$ cat config.mk
export PLATFORM = sky130hd
export DESIGN_NAME = ldlt_ctrl
export DESIGN_NICKNAME = d
export VERILOG_FILES = /design/src/rtl/ldlt_pkg.sv /design/src/rtl/ldlt_ctrl.sv
export SDC_FILE = /design/constraint.sdc
export NUM_CORES = 1
export LEC_CHECK = 0
export BUFFER_PORTS_ARGS = -buffer_cell sky130_fd_sc_hd__buf_4
export CORE_MARGIN = 5
export CORE_UTILIZATION = 45
export CTS_CLUSTER_SIZE = 25
export DETAILED_ROUTE_END_ITERATION = 7
export GPL_TIMING_DRIVEN = 0
export PLACE_DENSITY = 0.65
export SETUP_SLACK_MARGIN = 0.5
export SYNTH_ARGS = -nofsm -noshare
export SYNTH_HDL_FRONTEND = slang
export SYNTH_SLANG_ARGS = --single-unit
$ cat constraint.sdc
create_clock -name clk -period 9.3 [get_ports clk]
set_input_delay 0.93 -clock clk [delete_from_list [all_inputs] [get_ports clk]]
set_output_delay 0.93 -clock clk [all_outputs]
set_load 0.01 [all_outputs]
$ cat src/rtl/ldlt_pkg.sv
package ldlt_pkg;

  localparam int MAX_ORDER   = 8;
  localparam int DATA_W      = 32;
  localparam int FRAC_W      = 16;
  localparam int STORE_DEPTH = MAX_ORDER * (MAX_ORDER + 1) / 2;
  localparam int ADDR_W      = $clog2(STORE_DEPTH);
  localparam int IDX_W       = 4;
  localparam int WIDX_W      = $clog2(MAX_ORDER);
  localparam int NUM_W       = DATA_W + FRAC_W;
  localparam int CNT_W       = $clog2(NUM_W + 1);

  // datapath operations
  localparam logic [2:0] OP_NONE    = 3'd0;
  localparam logic [2:0] OP_LDA     = 3'd1;
  localparam logic [2:0] OP_MUL_RA  = 3'd2;
  localparam logic [2:0] OP_MUL_RW  = 3'd3;
  localparam logic [2:0] OP_WSET    = 3'd4;
  localparam logic [2:0] OP_ACC_LD  = 3'd5;
  localparam logic [2:0] OP_ACC_SUB = 3'd6;
  localparam logic [2:0] OP_D_LD    = 3'd7;

  // store write sources
  localparam logic [1:0] WR_IN   = 2'd0;
  localparam logic [1:0] WR_ACC  = 2'd1;
  localparam logic [1:0] WR_ZERO = 2'd2;
  localparam logic [1:0] WR_DIV  = 2'd3;

  typedef struct packed {
    logic [2:0]        op;
    logic [WIDX_W-1:0] widx;
    logic [ADDR_W-1:0] rd_addr;
    logic              wr_en;
    logic [ADDR_W-1:0] wr_addr;
    logic [1:0]        wr_src;
    logic              flag_clr;
    logic              zp_set;
    logic              div_start;
  } ldlt_cmd_t;

  typedef struct packed {
    logic d_zero;
    logic div_done;
  } ldlt_stat_t;

  // packed column-major position of (row, col), row >= col
  function automatic logic [ADDR_W-1:0] pidx(input logic [IDX_W-1:0] n,
                                             input logic [IDX_W-1:0] row,
                                             input logic [IDX_W-1:0] col);
    logic [7:0] span;
    logic [7:0] prod;
    logic [7:0] pos;
    span = {3'b0, n, 1'b0} - {4'b0, col} - 8'd1;
    prod = 8'({4'b0, col} * span);
    pos  = 8'((prod >> 1) + {4'b0, row});
    return pos[ADDR_W-1:0];
  endfunction

endpackage

$ cat src/rtl/ldlt_ctrl.sv
module ldlt_ctrl import ldlt_pkg::*; (
  input  logic              clk,
  input  logic              rst_n,
  input  logic              start,
  output logic              busy,
  input  logic              cfg_we,
  input  logic [3:0]        cfg_wdata,
  input  ldlt_stat_t        stat,
  output ldlt_cmd_t         cmd,
  output logic              out_strobe,
  output logic [ADDR_W-1:0] out_index,
  output logic              out_last
);

  localparam logic [3:0] ST_IDLE  = 4'd0;
  localparam logic [3:0] ST_COL   = 4'd1;
  localparam logic [3:0] ST_S1_RA = 4'd2;
  localparam logic [3:0] ST_S1_RB = 4'd3;
  localparam logic [3:0] ST_S1_MU = 4'd4;
  localparam logic [3:0] ST_S1_WR = 4'd5;
  localparam logic [3:0] ST_B_RA  = 4'd6;
  localparam logic [3:0] ST_B_ACC = 4'd7;
  localparam logic [3:0] ST_B_RK  = 4'd8;
  localparam logic [3:0] ST_B_MU  = 4'd9;
  localparam logic [3:0] ST_B_SUB = 4'd10;
  localparam logic [3:0] ST_B_END = 4'd11;
  localparam logic [3:0] ST_DIVW  = 4'd12;
  localparam logic [3:0] ST_EMIT  = 4'd13;

  logic [3:0]        state_r, state_nxt;
  logic [IDX_W-1:0]  j_r, j_nxt, i_r, i_nxt, k_r, k_nxt;
  logic [3:0]        size_r, size_nxt;
  logic [5:0]        load_r, load_nxt;
  logic [ADDR_W-1:0] ok_r, ok_nxt;
  logic              outv_r, outv_nxt;
  logic [ADDR_W-1:0] oidx_r, oidx_nxt;
  logic              olast_r, olast_nxt;
  logic [IDX_W-1:0]  n;
  logic [7:0]        tot8;
  logic [5:0]        total;
  logic [5:0]        eff;

  assign n     = (size_r == 4'd0) ? IDX_W'(1) :
                 (size_r > 4'(MAX_ORDER)) ? IDX_W'(MAX_ORDER) : size_r;
  assign tot8  = 8'(({4'b0, n} * ({4'b0, n} + 8'd1)) >> 1);
  assign total = tot8[5:0];
  assign eff   = (load_r >= total) ? 6'd0 : load_r;

  always_comb begin
    state_nxt = state_r;
    j_nxt     = j_r;
    i_nxt     = i_r;
    k_nxt     = k_r;
    size_nxt  = size_r;
    load_nxt  = load_r;
    ok_nxt    = ok_r;
    outv_nxt  = 1'b0;
    oidx_nxt  = oidx_r;
    olast_nxt = olast_r;
    cmd       = '0;
    case (state_r)
      ST_IDLE: begin
        if (start) begin
          cmd.wr_en    = 1'b1;
          cmd.wr_addr  = eff[ADDR_W-1:0];
          cmd.wr_src   = WR_IN;
          cmd.flag_clr = eff == 6'd0;
          if (eff + 6'd1 == total) begin
            load_nxt  = 6'd0;
            j_nxt     = '0;
            state_nxt = ST_COL;
          end else begin
            load_nxt = eff + 6'd1;
          end
        end
        if (cfg_we) begin
          size_nxt = cfg_wdata;
          load_nxt = 6'd0;
        end
      end
      ST_COL: begin
        if (j_r == n) begin
          ok_nxt    = '0;
          state_nxt = ST_EMIT;
        end else if (j_r == '0) begin
          i_nxt     = '0;
          state_nxt = ST_B_RA;
        end else begin
          i_nxt     = '0;
          state_nxt = ST_S1_RA;
        end
      end
      // w(i) = L(j,i) * D(i)
      ST_S1_RA: begin
        cmd.rd_addr = pidx(n, j_r, i_r);
        state_nxt   = ST_S1_RB;
      end
      ST_S1_RB: begin
        cmd.rd_addr = pidx(n, i_r, i_r);
        cmd.op      = OP_LDA;
        state_nxt   = ST_S1_MU;
      end
      ST_S1_MU: begin
        cmd.op    = OP_MUL_RA;
        state_nxt = ST_S1_WR;
      end
      ST_S1_WR: begin
        cmd.op   = OP_WSET;
        cmd.widx = i_r[WIDX_W-1:0];
        if (i_r + 1'b1 == j_r) begin
          i_nxt     = j_r;
          state_nxt = ST_B_RA;
        end else begin
          i_nxt     = i_r + 1'b1;
          state_nxt = ST_S1_RA;
        end
      end
      // row i of column j: acc = A(i,j) - sum L(i,k) w(k)
      ST_B_RA: begin
        cmd.rd_addr = pidx(n, i_r, j_r);
        state_nxt   = ST_B_ACC;
      end
      ST_B_ACC: begin
        cmd.op    = OP_ACC_LD;
        k_nxt     = '0;
        state_nxt = (j_r == '0) ? ST_B_END : ST_B_RK;
      end
      ST_B_RK: begin
        cmd.rd_addr = pidx(n, i_r, k_r);
        state_nxt   = ST_B_MU;
      end
      ST_B_MU: begin
        cmd.op    = OP_MUL_RW;
        cmd.widx  = k_r[WIDX_W-1:0];
        state_nxt = ST_B_SUB;
      end
      ST_B_SUB: begin
        cmd.op    = OP_ACC_SUB;
        k_nxt     = k_r + 1'b1;
        state_nxt = (k_r + 1'b1 == j_r) ? ST_B_END : ST_B_RK;
      end
      ST_B_END, ST_DIVW: begin
        cmd.wr_addr = pidx(n, i_r, j_r);
        if (state_r == ST_B_END && i_r == j_r) begin
          cmd.wr_en  = 1'b1;
          cmd.wr_src = WR_ACC;
          cmd.op     = OP_D_LD;
          cmd.zp_set = j_r + 1'b1 < n;
        end else if (state_r == ST_B_END && stat.d_zero) begin
          cmd.wr_en  = 1'b1;
          cmd.wr_src = WR_ZERO;
        end else if (state_r == ST_B_END) begin
          cmd.div_start = 1'b1;
          state_nxt     = ST_DIVW;
        end else if (stat.div_done) begin
          cmd.wr_en  = 1'b1;
          cmd.wr_src = WR_DIV;
        end
        if (cmd.wr_en) begin
          if (i_r + 1'b1 == n) begin
            j_nxt     = j_r + 1'b1;
            state_nxt = ST_COL;
          end else begin
            i_nxt     = i_r + 1'b1;
            state_nxt = ST_B_RA;
          end
        end
      end
      ST_EMIT: begin
        cmd.rd_addr = ok_r;
        outv_nxt    = 1'b1;
        oidx_nxt    = ok_r;
        olast_nxt   = 6'(ok_r) + 6'd1 == total;
        ok_nxt      = ok_r + 1'b1;
        if (6'(ok_r) + 6'd1 == total) begin
          state_nxt = ST_IDLE;
        end
      end
      default: state_nxt = ST_IDLE;
    endcase
  end

  always_ff @(posedge clk) begin
    if (!rst_n) begin
      state_r <= ST_IDLE;
      size_r  <= 4'(MAX_ORDER);
      load_r  <= '0;
      outv_r  <= 1'b0;
      j_r     <= '0;
      i_r     <= '0;
      k_r     <= '0;
      ok_r    <= '0;
    end else begin
      state_r <= state_nxt;
      size_r  <= size_nxt;
      load_r  <= load_nxt;
      outv_r  <= outv_nxt;
      j_r     <= j_nxt;
      i_r     <= i_nxt;
      k_r     <= k_nxt;
      ok_r    <= ok_nxt;
    end
    oidx_r  <= oidx_nxt;
    olast_r <= olast_nxt;
  end

  assign busy       = state_r != ST_IDLE;
  assign out_strobe = outv_r;
  assign out_index  = oidx_r;
  assign out_last   = olast_r;

  assert property (@(posedge clk) disable iff (!rst_n)
    outv_r |-> $past(state_r == ST_EMIT))
    else $error("result strobe without a store read");

  assert property (@(posedge clk) disable iff (!rst_n)
    (state_r == ST_IDLE) |-> (load_r < total))
    else $error("load count past the triangle while idle");

  assert property (@(posedge clk) disable iff (!rst_n)
    cmd.div_start |=> (state_r == ST_DIVW && !stat.div_done))
    else $error("divider start not followed by wait");

endmodule
==> results.cfg <==
[worst_hold_path]
hold_path_depth = 2
hold_end = load_r[5]
hold_path.class = reg2reg
hold_start = load_r[5]

[power]
combPwrFrac_pct = 57.8
swShare_pct = 45.29
power.leakage_nw = 3.355
clockPowerShare_pct = 20.7
vdd_ir_drop_max_v = 0.00009169
p_seq_share_pct = 21.6
power.total_mw = 0.9317
p_switching_mw = 0.4219
power_density_mw_per_mm2 = 130.3
intPower_mw = 0.5097

[clock_network]
cts_tree = yes
cts_buffers = 5
h-tree-depth = 2
cts_hold_buf = 0
clkTransAtPathRegs_ns = 0.06
cts.sinks = 40
clock_latency_ns = 0.29
cts_max_path_buffers = 2
cts_root_buf = clkbuf_16

[logic_synthesis]
synth_most_common_cell = inv_1
syn_area_sq_mm = 0.006431
synth_seq_area_share_pct = 13.54
synth.top_cell.area_share_pct = 15.37
yosys.area_share.simple_pct = 19.82
async_flop_share_pct = 0
yosys.area.top_type = ha_1
synth_seq_cells = 40
synth_fa_ha_area_share_pct = 25.33
syn-num-nets = 938
synth_edf_count = 7
synth_flop_cell = dfxtp_1
synth_cells = 817
yosysUniqueCellTypes = 67
avgSynthCellArea_sq_um = 7.872
synth_xor_area_share_pct = 14.22
synth.area.mux_share_pct = 2.257
synth_compound_area_share_pct = 17.37
ys_warn_count = 0
synth_top_family_by_area = adder cells
synthTopCellsByArea = ha_1, dfxtp_1, fa_1
synthTopCellsByCount = inv_1, ha_1, nand2_1, xnor2_1, nor2_1

[sta]
whs_ns = 0.5558
tns_ns = 0
worst_pin_slew_ns = 1.142
final_hold_viol_count = 0
fin_crit_ns = 8.284
fin_skew_ns = 0.004270
slew_viol_final = 0
fin_crit_sh_pct = 89.07
setup_violations = 0
slew_headroom_pct = 23.74
rsz0062_at_grt = no
max_freq_mhz = 120.7

[place]
dp.cells = 1039
dp_hpwl_mm = 14.80
place_congestion = 0.9141
portBuffers = 42

[critical_path]
critPathSlowestCell = or4_1
r2r-start = size_r[3]
worst-setup-path-type = reg2reg
end_kind = register
r2r_end = j_r[3]
cpMostUsedCell = inv_1
cp.arrival_ns = 8.42
r2r_slack_ns = 1.02
crit_path_max_incr_delay_ns = 0.60
crit_required_ns = 9.44
cp-start-kind = register
r2r_cells = 33
cp_max_fo = 10

[floorplan]
rows = 43
io_pins = 43
coreArea_sq_mm = 0.01393
die_h_um = 129.5
start_util_pct = 46.15
die_x_um = 129.5
die_area_sq_mm = 0.01678

[final_layout]
nets = 987
syn_to_final_growth_pct = 11.21
num-fill-cells = 1358
final_layout_size_suffix_gt1_share_pct = 7.843
fin_cells = 1047
antennaDiodeCount = 0

[global_route]
grt_pass1_wl_mm = 29.50
grt_max_degree = 17
antenna_found_initial = 0
grt.overflow.total = 0
grtUsageTotal_pct = 22.03
grt_pass1_vias = 5675

[routing]
vias = 5861
vias_per_cell = 5.598
drc = 0
drt_wl_total_mm = 17.96
wl_per_cell_um = 17.16
drtIter0Drc = 370
drtPass1Iterations = 5
ant_nets = 0

[run]
maxCapViolCount = 0

[outcome]
status = finished clean
-- flip-flops by register name, indices dropped and copies added, names as in the netlist --
register    cells
out_strobe      1
out_last        1
i_r             4
out_index       6
ok_r            6
load_r          6
size_r          4
j_r             4
state_r         4
k_r             4
-- through the flow --
stage	cell area [sq um]	worst slack, ns	util [%]
5_1_grt	7152	0.5233	51.32
3_5_place_dp	6972	0.5521	50.03
2_1_floorplan	6431	2.237	-
3_3_place_gp	6972	0.5289	50.03
6_report	7152	1.016	51.32
4_1_cts	7134	0.5025	51.20
-- worst max path at each step --
stage,startpoint,endpoint,slack [ns],cells after the start
2_1_floorplan,size_r[3],j_r[2],2.24,34
3_3_place_gp,size_r[3],j_r[3],0.53,34
3_5_place_dp,size_r[3],j_r[3],0.55,34
4_1_cts,size_r[3],j_r[3],0.50,34
5_1_grt,size_r[3],j_r[3],0.52,33
6_report,size_r[3],j_r[3],1.02,33
-- logic make-up (layout without fill, tap and decap cells) --
logic type                 after synthesis  count (layout)
AOI/OAI and AO/OA                      171             171
and+or+nand+nor                        262             262
buffers and inverters                  124             174
xor gates and xnor gates                93              93
adders and majority gates              111             111
DFF                                     40              40
muxes                                   14              14
other                                    2               2
-- cell type report --
| class | instances | area [sq um] | area share (%) |
|---|---|---|---|
| Buffer | 38 | 151.4 | 2.117 |
| Clock buffer | 6 | 150.1 | 2.099 |
| Clock inverter | 2 | 12.51 | 0.1749 |
| Inverter | 86 | 326.6 | 4.566 |
| Multi-Input combinational cell | 653 | 5100 | 71.31 |
| Sequential cell | 40 | 870.8 | 12.18 |
| Tap cell | 180 | 225.2 | 3.149 |
| Timing Repair Buffer | 42 | 315.3 | 4.409 |
-- worst max-delay path: cells and delay by family, from the launching register on --
| kind | cells | cell delay [ns] |
|---|---|---|
| adder cells (fa/ha/maj) | 7 | 2.61 |
| buffers and inverters | 9 | 1.76 |
| AND/OR/NAND/NOR | 7 | 1.46 |
| AO/OA/AOI/OAI | 8 | 1.32 |
| flip-flops | 1 | 0.51 |
| XOR/XNOR | 2 | 0.46 |
-- layer usage --
| metal | wire, um | part of all wire [%] | vias to the layer above | global-route usage [%] |
|---|---|---|---|---|
| li1 | - | - | 2890 | - |
| met1 | 8098 | 45 | 2731 | 30.52 |
| met2 | 8152 | 45 | 211 | 35.82 |
| met3 | 1208 | 6.7 | 29 | 2.597 |
| met4 | 503 | 2.8 | 0 | 7.335 |
| met5 | 0 | 0 | - | 0 |
-- layout by cell type, fill, tap and decap left out, types with 17 or more instances in the layout --
cell type and count:
a21o_1 20, a21oi_1 53, and2_1 17, buf_4 42, clkbuf_1 32, dfxtp_1 33
fa_1 32, ha_1 79, inv_1 85, nand2_1 79, nand3_1 21, nor2_1 63
o21ai_0 26, xnor2_1 64, xor2_1 21
-- power groups by stage --
| stage | combinational (mW) | sequential, mW | clock (mW) |
|---|---|---|---|
| 5_1_grt | 0.592 | 0.202 | 0.200 |
| 2_1_floorplan | 0.391 | 0.200 | 0 |
| 6_report | 0.538 | 0.201 | 0.193 |
| 4_1_cts | 0.529 | 0.200 | 0.196 |
| 3_3_place_gp | 0.525 | 0.204 | 0 |
| 3_5_place_dp | 0.525 | 0.204 | 0 |
-- timing repair --
action | in CTS | in global routing
resized for setup | 0 | 4
setup endpoints to repair | 0 | 14
setup buffers | 0 | 0
Power figures use the tool's default switching activity.
